$ cat config.mk
export PLATFORM = sky130hd
export DESIGN_NAME = byte_rle_decoder_unit
export DESIGN_NICKNAME = d
export VERILOG_FILES = /design/src/rtl/brle_pkg.sv /design/src/rtl/brle_ctrl.sv /design/src/rtl/brle_datapath.sv /design/src/rtl/byte_rle_decoder_unit.sv
export SDC_FILE = /design/constraint.sdc
export NUM_CORES = 1
export LEC_CHECK = 0
export ABC_AREA = 1
export CAP_MARGIN = 20
export CORE_MARGIN = 8
export CORE_UTILIZATION = 50
export CTS_BUF_LIST = sky130_fd_sc_hd__clkbuf_16
export DETAILED_ROUTE_END_ITERATION = 10
export DONT_BUFFER_PORTS = 1
export PLACE_DENSITY = 0.68
export SYNTH_ARGS = -nofsm -noshare
export SYNTH_HDL_FRONTEND = slang
export SYNTH_SLANG_ARGS = --single-unit
export TNS_END_PERCENT = 50
$ cat constraint.sdc
create_clock -name clk -period 2.8 [get_ports clk]
set_input_delay 0.42 -clock clk [delete_from_list [all_inputs] [get_ports clk]]
set_output_delay 0.42 -clock clk [all_outputs]
set_load 0.01 [all_outputs]
$ cat src/rtl/brle_pkg.sv
package brle_pkg;

    // Input beat: one packed byte with its end-of-stream flag
    typedef struct packed {
        logic [7:0] packed_byte;
        logic       stream_end;
    } byte_beat_t;

    // Output beat: byte-lane word with lane count and status
    typedef struct packed {
        logic [63:0] data_word;
        logic [3:0]  byte_count;
        logic [1:0]  status;
        logic        last_of_run;
        logic        output_end;
    } word_beat_t;

    // Status codes
    localparam logic [1:0] STATUS_OK          = 2'd0;
    localparam logic [1:0] STATUS_MISSING_RUN = 2'd1;
    localparam logic [1:0] STATUS_TRUNC_LIT   = 2'd2;

    // Header decode
    localparam logic [7:0] RUN_FLAG  = 8'h80;
    localparam logic [7:0] LEN_MASK  = 8'h7F;
    localparam logic [7:0] RUN_BIAS  = 8'd3;

    // Word geometry
    localparam int MAX_LANES = 8;
    localparam int WORD_W    = 64;

    // Controller states
    typedef enum logic [1:0] {
        ST_HEADER,
        ST_RUN_VALUE,
        ST_LITERAL,
        ST_RUN_EMIT
    } brle_state_t;

    // Controller to datapath commands
    typedef struct packed {
        logic take_header;
        logic take_literal;
        logic take_run_value;
        logic emit_run;
        logic emit_error;
    } brle_cmd_t;

    // Datapath to controller status
    typedef struct packed {
        logic out_free;
        logic run_fits;
        logic lit_last;
    } brle_sts_t;

endpackage

$ cat src/rtl/brle_ctrl.sv
module brle_ctrl (
    input  logic                   clk,
    input  logic                   rst_n,
    input  logic                   byte_valid,
    input  brle_pkg::byte_beat_t   byte_beat,
    input  brle_pkg::brle_sts_t    sts,
    output logic                   byte_stall,
    output brle_pkg::brle_cmd_t    cmd
);

    brle_pkg::brle_state_t state_reg;
    brle_pkg::brle_state_t state_next;
    logic                  accept;
    logic                  hdr_is_run;

    assign hdr_is_run = (byte_beat.packed_byte & brle_pkg::RUN_FLAG) != 8'd0;

    // Input is held while a run drains or the output register is full and stalled
    assign byte_stall = (state_reg == brle_pkg::ST_RUN_EMIT) || !sts.out_free;
    assign accept     = byte_valid && !byte_stall;

    // State register
    always_ff @(posedge clk or negedge rst_n)
    begin
        if (!rst_n)
        begin
            state_reg <= brle_pkg::ST_HEADER;
        end
        else
        begin
            state_reg <= state_next;
        end
    end

    // Next state
    always_comb
    begin
        state_next = state_reg;
        unique case (state_reg)
            brle_pkg::ST_HEADER:
            begin
                if (accept && !byte_beat.stream_end)
                begin
                    state_next = hdr_is_run ? brle_pkg::ST_RUN_VALUE : brle_pkg::ST_LITERAL;
                end
            end
            brle_pkg::ST_LITERAL:
            begin
                if (accept && (byte_beat.stream_end || sts.lit_last))
                begin
                    state_next = brle_pkg::ST_HEADER;
                end
            end
            brle_pkg::ST_RUN_VALUE:
            begin
                if (accept)
                begin
                    state_next = sts.run_fits ? brle_pkg::ST_HEADER : brle_pkg::ST_RUN_EMIT;
                end
            end
            brle_pkg::ST_RUN_EMIT:
            begin
                if (sts.out_free && sts.run_fits)
                begin
                    state_next = brle_pkg::ST_HEADER;
                end
            end
            default:
            begin
                state_next = brle_pkg::ST_HEADER;
            end
        endcase
    end

    // Commands
    always_comb
    begin
        cmd = '0;
        unique case (state_reg)
            brle_pkg::ST_HEADER:
            begin
                cmd.take_header = accept && !byte_beat.stream_end;
                cmd.emit_error  = accept && byte_beat.stream_end;
            end
            brle_pkg::ST_LITERAL:
            begin
                cmd.take_literal = accept;
            end
            brle_pkg::ST_RUN_VALUE:
            begin
                cmd.take_run_value = accept;
            end
            brle_pkg::ST_RUN_EMIT:
            begin
                cmd.emit_run = sts.out_free;
            end
            default:
            begin
                cmd = '0;
            end
        endcase
    end

endmodule

$ cat src/rtl/brle_datapath.sv
module brle_datapath #(
    parameter int LANES = 8
) (
    input  logic                   clk,
    input  logic                   rst_n,
    input  brle_pkg::byte_beat_t   byte_beat,
    input  brle_pkg::brle_cmd_t    cmd,
    input  logic                   word_stall,
    output brle_pkg::brle_sts_t    sts,
    output logic                   word_valid,
    output brle_pkg::word_beat_t   word_beat
);

    // Lane count clamped to the supported range
    localparam int LANE_N = (LANES < 4) ? 4 :
                            ((LANES > brle_pkg::MAX_LANES) ? brle_pkg::MAX_LANES : LANES);

    logic [7:0]           run_left_reg;
    logic [7:0]           run_left_next;
    logic [7:0]           lit_left_reg;
    logic [7:0]           lit_left_next;
    logic [7:0]           value_reg;
    logic                 end_reg;
    logic                 out_valid_reg;
    logic                 out_valid_next;
    brle_pkg::word_beat_t out_reg;
    brle_pkg::word_beat_t out_next;

    logic       load;
    logic [3:0] run_n;
    logic [7:0] run_byte;
    logic       run_end;
    logic [63:0] run_word;

    assign load = cmd.take_literal || cmd.take_run_value || cmd.emit_run || cmd.emit_error;

    // Status back to the controller
    assign sts.out_free = !out_valid_reg || !word_stall;
    assign sts.run_fits = run_left_reg <= 8'(LANE_N);
    assign sts.lit_last = lit_left_reg == 8'd1;

    // Run word: source byte is the input on the first word, latched after
    assign run_byte = cmd.take_run_value ? byte_beat.packed_byte : value_reg;
    assign run_end  = cmd.take_run_value ? byte_beat.stream_end : end_reg;
    assign run_n    = sts.run_fits ? run_left_reg[3:0] : 4'(LANE_N);

    always_comb
    begin
        run_word = '0;
        for (int i = 0; i < brle_pkg::MAX_LANES; i++)
        begin
            if (4'(i) < run_n)
            begin
                run_word[i*8 +: 8] = run_byte;
            end
        end
    end

    // Counter updates
    always_comb
    begin
        run_left_next = run_left_reg;
        lit_left_next = lit_left_reg;
        if (cmd.take_header)
        begin
            run_left_next = (byte_beat.packed_byte & brle_pkg::LEN_MASK) + brle_pkg::RUN_BIAS;
            lit_left_next = byte_beat.packed_byte + 8'd1;
        end
        if (cmd.take_run_value || cmd.emit_run)
        begin
            run_left_next = run_left_reg - {4'd0, run_n};
        end
        if (cmd.take_literal)
        begin
            lit_left_next = lit_left_reg - 8'd1;
        end
    end

    // Next output beat
    always_comb
    begin
        out_next = out_reg;
        priority if (cmd.emit_error)
        begin
            out_next.data_word   = '0;
            out_next.byte_count  = 4'd0;
            out_next.status      = ((byte_beat.packed_byte & brle_pkg::RUN_FLAG) != 8'd0)
                                   ? brle_pkg::STATUS_MISSING_RUN : brle_pkg::STATUS_TRUNC_LIT;
            out_next.last_of_run = 1'b1;
            out_next.output_end  = 1'b1;
        end
        else if (cmd.take_literal)
        begin
            out_next.data_word   = {56'd0, byte_beat.packed_byte};
            out_next.byte_count  = 4'd1;
            out_next.status      = (byte_beat.stream_end && !sts.lit_last)
                                   ? brle_pkg::STATUS_TRUNC_LIT : brle_pkg::STATUS_OK;
            out_next.last_of_run = 1'b1;
            out_next.output_end  = byte_beat.stream_end;
        end
        else if (cmd.take_run_value || cmd.emit_run)
        begin
            out_next.data_word   = run_word;
            out_next.byte_count  = run_n;
            out_next.status      = brle_pkg::STATUS_OK;
            out_next.last_of_run = sts.run_fits;
            out_next.output_end  = sts.run_fits && run_end;
        end
        else
        begin
            out_next = out_reg;
        end
    end

    assign out_valid_next = load ? 1'b1 : (out_valid_reg && word_stall);

    // Control registers
    always_ff @(posedge clk or negedge rst_n)
    begin
        if (!rst_n)
        begin
            out_valid_reg <= 1'b0;
            run_left_reg  <= 8'd0;
            lit_left_reg  <= 8'd0;
        end
        else
        begin
            out_valid_reg <= out_valid_next;
            run_left_reg  <= run_left_next;
            lit_left_reg  <= lit_left_next;
        end
    end

    // Payload registers
    always_ff @(posedge clk)
    begin
        if (load)
        begin
            out_reg <= out_next;
        end
        if (cmd.take_run_value)
        begin
            value_reg <= byte_beat.packed_byte;
            end_reg   <= byte_beat.stream_end;
        end
    end

    assign word_valid = out_valid_reg;
    assign word_beat  = out_reg;

endmodule

$ cat src/rtl/byte_rle_decoder_unit.sv
// Packbits-style run-length decoder. One packed byte per input beat; a set
// stream_end marks the final byte. A header with bit 7 set repeats the next
// byte (low 7 bits + 3) times, emitted as words of up to LANES bytes (LANES
// clamped to 4..8; lane 0 in the low bits, unused lanes zero). A header with
// bit 7 clear passes the next (header + 1) bytes through, one single-byte
// word each. A stream that ends on a header gives one empty word with status
// 1 (run) or 2 (literal); a literal cut short by stream_end carries status 2
// on its last byte, and earlier bytes stay delivered. Headers and literal
// bytes are taken whenever byte_stall is low. After a run value byte,
// byte_stall stays high while the rest of the run goes out as words through
// the single output register. Output stall backs up into byte_stall only
// when the output register is still full.
module byte_rle_decoder_unit #(
    parameter int LANES = 8
) (
    input  logic                  clk,
    input  logic                  rst_n,
    input  logic                  byte_valid,
    output logic                  byte_stall,
    input  brle_pkg::byte_beat_t  byte_beat,
    output logic                  word_valid,
    input  logic                  word_stall,
    output brle_pkg::word_beat_t  word_beat
);

    brle_pkg::brle_cmd_t cmd;
    brle_pkg::brle_sts_t sts;

    // Sequencer
    brle_ctrl u_ctrl (
        .clk        (clk),
        .rst_n      (rst_n),
        .byte_valid (byte_valid),
        .byte_beat  (byte_beat),
        .sts        (sts),
        .byte_stall (byte_stall),
        .cmd        (cmd)
    );

    // Counters, word build and output register
    brle_datapath #(
        .LANES (LANES)
    ) u_datapath (
        .clk        (clk),
        .rst_n      (rst_n),
        .byte_beat  (byte_beat),
        .cmd        (cmd),
        .word_stall (word_stall),
        .sts        (sts),
        .word_valid (word_valid),
        .word_beat  (word_beat)
    );

endmodule
# Word level (Yosys, flattened, before mapping)
# Cells that the tools add are included.
# word_totals
latch_bits	0
inputBits	13
n_memories	0
rom_bits	0
ff_bits	100
output_inout_bits	74
mem_bits_rw	0
# classes
n_div	0
eq_ne	8
n_addsub	4
n_shift	0
magnitude_cmp	9
mux	32
mul	0
n_bitwise	0
reduce_logical	28
# op_table
operator	count
$mux W8	13
$mux W72	1
$lt A3 B4 Y1 const A	4
$mux W16	1
$mux W2	7
$add A7 B2 Y8 const B	1
$add A8 B1 Y8 const B	1
$eq A8 B1 Y1 const B	1
$le A8 B4 Y1 const B	1
$logic_and A1 B1 Y1	8
$lt A1 B4 Y1 const A	2
$lt A2 B4 Y1 const A	2
$mux W4	2
$pmux W2 S4	1
$sub A8 B1 Y8 const B	1
$sub A8 B4 Y8	1
$logic_or A1 B1 Y1	7
$mux W1	7
$logic_not A1 Y1	6
$ne A2 B1 Y1 const B	3
$eq A2 B2 Y1 const B	2
$reduce_and A4 Y1	1
$reduce_bool A2 Y1	2
$reduce_bool A3 Y1	1
5 further kinds	5

# Longest topological paths before layout
# depth
word_depth	12
mapped_depth	12

# By module
# From an unflattened synthesis, not the netlist that was laid out.
# hier_totals
cells_unflattened	445
area_unflattened_um2	4594.4
# modules_own_cells
module	instances	seq_area_each_um2	area_per_inst_um2	cells_each
brle_datapath	1	2767.7	4367.9	408
brle_ctrl	1	50.0	226.5	37

# Worst setup path after synthesis
# Ideal clock, no wire load.
# synth_timing
kind	flip-flop to flip-flop
start	reg u_ctrl.state_reg[0]
end	reg u_datapath.out_reg, in the netlist u_datapath.word_beat[0] (enable)
synth_period_minus_slack_ns	3.118
path_stages_with_launch	9
setup_slack_ns	-0.318
setup_ns	0.432
t_arrival_ns	2.686
cell_sequence	dfrtp_1 -> buf_4 -> nor2_2 -> inv_1 -> nor2_1 -> nand2_1 -> nand2_4 -> inv_1 -> nand2_1
# synth_via
elab_chain_len	9
elab_cells_between_ends	18
classes_between	3 x eq/ne; 4 x mux; 11 x reduce/logical
# synth_lines
element	line	rtl
start: declaration	brle_ctrl.sv:11	brle_pkg::brle_state_t state_reg;
start signal: assignment	brle_ctrl.sv:27	state_reg <= brle_pkg::ST_HEADER;
start signal: assignment	brle_ctrl.sv:31	state_reg <= state_next;
$eq A2 B2 Y1	brle_ctrl.sv:19, brle_ctrl.sv:79	
$logic_or A1 B1 Y1	brle_ctrl.sv:19	assign byte_stall = (state_reg == brle_pkg::ST_RUN_EMIT) || !sts.out_free;
$logic_not A1 Y1	brle_ctrl.sv:20	assign accept = byte_valid && !byte_stall;
$logic_and A1 B1 Y1	brle_ctrl.sv:20	
$mux W1	brle_ctrl.sv:79	unique case (state_reg)
$logic_or A1 B1 Y1 (3 in a row)	brle_datapath.sv:35	assign load = cmd.take_literal || cmd.take_run_value || cmd.emit_run || cmd.emit_error;
$reduce_and A2 Y1 (no source line) (*)	n/a	
end signal: assignment	brle_datapath.sv:139	out_reg <= out_next;
end: declaration	brle_datapath.sv:26	brle_pkg::word_beat_t out_reg;
# Mark *: on every way between the ends. The rest lies on a longest branch, timed or not.
# A chain may end at the register's enable or synchronous reset.

# Worst setup path after layout
# layout_timing
start	reg u_datapath.out_valid_reg (netlist: u_datapath.word_valid)
end	reg u_datapath.out_reg, in the netlist u_datapath.word_beat[0] (enable)
# layout_via
elab_chain_len	11
elab_cells_between_ends	17
classes_between	4 x mux; 13 x reduce/logical
# layout_lines
element	line	rtl
start: declaration	brle_datapath.sv:24	logic out_valid_reg;
start signal: assignment	brle_datapath.sv:128	out_valid_reg <= out_valid_next;
$logic_not A1 Y1 (*)	brle_datapath.sv:38	assign sts.out_free = !out_valid_reg || !word_stall;
$logic_or A1 B1 Y1 (*)	brle_datapath.sv:38	
$logic_not A1 Y1	brle_ctrl.sv:19	
$logic_or A1 B1 Y1	brle_ctrl.sv:19	
$logic_not A1 Y1	brle_ctrl.sv:20	
$logic_and A1 B1 Y1	brle_ctrl.sv:20	
$mux W1	brle_ctrl.sv:79	
$logic_or A1 B1 Y1 (3 in a row)	brle_datapath.sv:35	
$reduce_and A2 Y1 (no source line) (*)	n/a	
# Marked as above.

==> results.rst <==
.. list-table::
   :header-rows: 1

   * - Metric
     - Value
   * - Launch point of the worst reg-to-reg path
     - u_datapath.word_valid
   * - Drt drc
     - 0
   * - Area overhead of the layout relative to synthesis
     - 8.93%
   * - Final wirelength
     - 9600 um
   * - Setup crit end kind
     - flip-flop
   * - Netlist Area Pre-Place
     - 0.00455 mm2
   * - Synthesized area per cell
     - 10.0 um2
   * - Non-filler cells, final
     - 575
   * - Setup violations, final
     - 0
   * - Insertion delay of the later-clocked pin in the worst-skew pair
     - 0.34 ns
   * - Horizontal die dimension
     - 111 um
   * - HPWL after detailed placement
     - 7140 um
   * - Top cell type by total area after synthesis
     - edfxtp_1
   * - Arrival time of the worst setup path
     - 2.35 ns
   * - Via count of the first global-routing pass
     - 2,993
   * - Number of flip-flops in the largest register
     - 72
   * - Rel. slew slack
     - 41.4%
   * - CTS H-Tree Depth
     - 3
   * - Gate Count Post-Synth
     - 454
   * - Clk Tree Root Cell
     - clkbuf_16
   * - Unrepaired setup endpoints after global routing
     - false
   * - Initial DRC Count
     - 206
   * - Critical Path Start Type
     - flip-flop
   * - Total routing resource utilization after global routing
     - 15.5%
   * - Met2 routed WL
     - 4490 um
   * - I/O Buffers
     - 0
   * - Fin Clk Skew
     - 0.00965 ns
   * - Initial core utilization
     - 50.5%
   * - Fin. Hold Viols
     - 0
   * - Clock-pin slew on the worst setup and hold paths
     - 0.07 ns
   * - Number of vias per cell after detailed routing
     - 5.38
   * - Number of different library cells in the post-synthesis netlist
     - 38
   * - Total nets after synthesis
     - 472
   * - Worst reg-to-reg path cell count
     - 8
   * - Cell area after placement
     - 0.00466 mm2
   * - Worst voltage drop across the vdd grid
     - 0.635 mV
   * - Maximum operating frequency
     - 0.425 GHz
   * - Required time of the worst setup path
     - 2.80 ns
   * - Core Region
     - 0.00902 mm2
   * - Worst reg2reg setup slack
     - 0.45 ns
   * - Share of post-route cells with drive strength above 1
     - 8.62%
   * - Maximum buffer depth of the clock tree
     - 2
   * - Crit Path Max Fanout
     - 72
   * - Most numerous cell in the Yosys netlist
     - nand2_1
   * - Pre-antenna DRT Iters
     - 4
   * - Top routing layer in use
     - met4
   * - Fraction of the yosys area taken by sequential cells
     - 61.9%
   * - Met3 layer wire length in the routed design
     - 795 um
   * - Total of max-cap violations
     - 0
   * - Clock tree from TritonCTS
     - yes
   * - Number of cells on the worst hold path
     - 1
   * - Number of synthesized flops with an enable pin
     - 72
   * - Maximum number of pins on one net before global-route repair
     - 73
   * - Sink of the worst hold path
     - u_datapath.lit_left_reg[0]
   * - Post-layout min period
     - 2.35 ns
   * - Outcome
     - finished clean
   * - Average detailed-routed wire length per instance
     - 16.7 um
   * - Synthesized flop and latch total
     - 100
   * - Post-synth top area share
     - 47.5%
   * - Y dimension of the die
     - 111 um
   * - First-pass GRT wire length
     - 15,500 um
   * - Gpl congestion
     - 0.838
   * - Endpoint of the worst-slack reg-to-reg timing path
     - u_datapath.word_beat[0]
   * - Number of clock sinks
     - 100
   * - Ports
     - 87
   * - Antenna violations before repair
     - 0
   * - Class of the most critical setup path
     - reg -> reg
   * - Total instance count after detailed placement
     - 558
   * - Leading post-synthesis cells by instance count
     - 85 x nand2_1, 75 x nor2_1, 72 x edfxtp_1
   * - N_diodes
     - 0
   * - Number of buffers inserted during clock tree synthesis
     - 9
   * - Period utilization
     - 84.1%
   * - Power density relative to cell area
     - 1380 mW/mm2
   * - Post-route antenna net violation count
     - 0
   * - Total global routing overflow
     - 0
   * - Total vias in the final route
     - 3,096
   * - Number of nets in the layout
     - 477
   * - Final-layout setup total negative slack
     - 0 ns
   * - Worst min-delay path startpoint
     - byte_beat[1]
   * - Biggest area contributors in the synthesized netlist
     - edfxtp_1 47%, dfrtp_1 10%, nand2_1 7.0%
   * - Final Slew Violations
     - 0
   * - Primary FF master, synth
     - edfxtp_1
   * - Number of post-CTS setup repair buffers
     - 0
   * - Number of standard-cell rows in the floorplan
     - 35
   * - Yosys warns
     - 0
   * - Transition time at the pin with the least slew margin
     - 0.877 ns
   * - Leakage power of the design
     - 2.17 nW
   * - Post-Route M1 WL
     - 4190 um
   * - Area of all placed cells without fillers
     - 0.00496 mm2
   * - Post-synthesis async set-or-reset flop share
     - 19.0%
   * - Die ar.
     - 0.0124 mm2
   * - Kind of path behind the tightest hold check
     - in -> reg
==> timing repair <==
item / CTS / global route
gates resized for setup: 0 / 0
hold endpoints to repair: 19 / 0
hold buffers: 1 / 0
==> kinds of logic (layout without fill, tap and decap cells) <==
group,Yosys count,after routing,share of synthesized area [%]
compound gates,63,63,8.63
xor+xnor,11,11,2.12
fa+ha+maj,5,5,1.37
buf+inv,73,83,6.49
flops,100,100,61.9
mux,1,1,0.220
other cells,1,1,0.0824
simple gates,200,200,19.2
==> report_power, final <==
group,total [W],switching (W),internal [W],leakage (nW)
Sequential,0.00347,0.000681,0.00279,0.990
Combinational,0.00221,0.00156,0.000656,1.03
Clock,0.00117,0.000551,0.000618,0.145
Total,0.00685,0.00279,0.00406,2.17
==> cells in the final DEF, fill, tap and decap left out, drive strengths merged, types with 3 or more instances in the layout <==
cell	n
dfrtp	19
nor3	4
nand2	90
inv	68
nand4	5
xor2	8
o221ai	4
nand3	21
xnor2	3
a21oi	18
nor2	79
o21a	8
dfxtp	9
o21ai	24
clkinv	4
o211ai	6
ha	5
edfxtp	72
clkbuf	9
==> metal layers <==
metal,GRT usage [%],up-vias
met3,5.65,12
met2,24.6,126
met4,5.51,0
met1,19.1,1443
li1,-,1515
met5,0,-
==> critical path, cell delays in order, from the launching register on <==
cell	delay [ns]
dfrtp_1	0.42
nand2_1	0.22
nand3_2	0.15
inv_2	0.16
nand2_1	0.24
nand2_4	0.20
inv_1	0.14
nand2_2	0.11
buf_12	0.31
==> metrics by stage <==
step / utilization, % / power, W / setup WS [ns] / hold slack, ns
after floorplan: - / 0.00510 / 0.375 / 0.124
after global placement: 51.7 / 0.00567 / 0.610 / 0.125
after detailed placement: 51.7 / 0.00575 / 0.497 / 0.125
after CTS: 55.0 / 0.00692 / 0.478 / 0.233
after global routing: 55.0 / 0.00734 / 0.299 / 0.235
final: 55.0 / 0.00685 / 0.446 / 0.238
==> worst max-delay path by stage <==
stage | slack (ns) | endpoint | from | cells after the start
6_report | 0.45 | u_datapath.word_beat[0] | u_datapath.word_valid | 8
5_1_grt | 0.30 | u_datapath.word_beat[54] | u_datapath.word_valid | 8
4_1_cts | 0.48 | u_datapath.word_beat[67] | u_datapath.word_valid | 8
3_5_place_dp | 0.50 | u_datapath.word_beat[69] | u_datapath.word_valid | 8
3_3_place_gp | 0.61 | u_datapath.word_beat[2] | u_datapath.word_valid | 8
2_1_floorplan | 0.37 | u_datapath.word_beat[0] | u_ctrl.state_reg[0] | 8
==> cell type report <==
type                    count  area [um2]
multi-input cells         281        1440
fillers                   760        4060
well taps                 111         139
inverters                  65         244
repair buffers              2        30.0
clock inverters             7        61.3
flip-flops and latches    100        2820
clock buffers               9         225
Power figures use the tool's default switching activity.
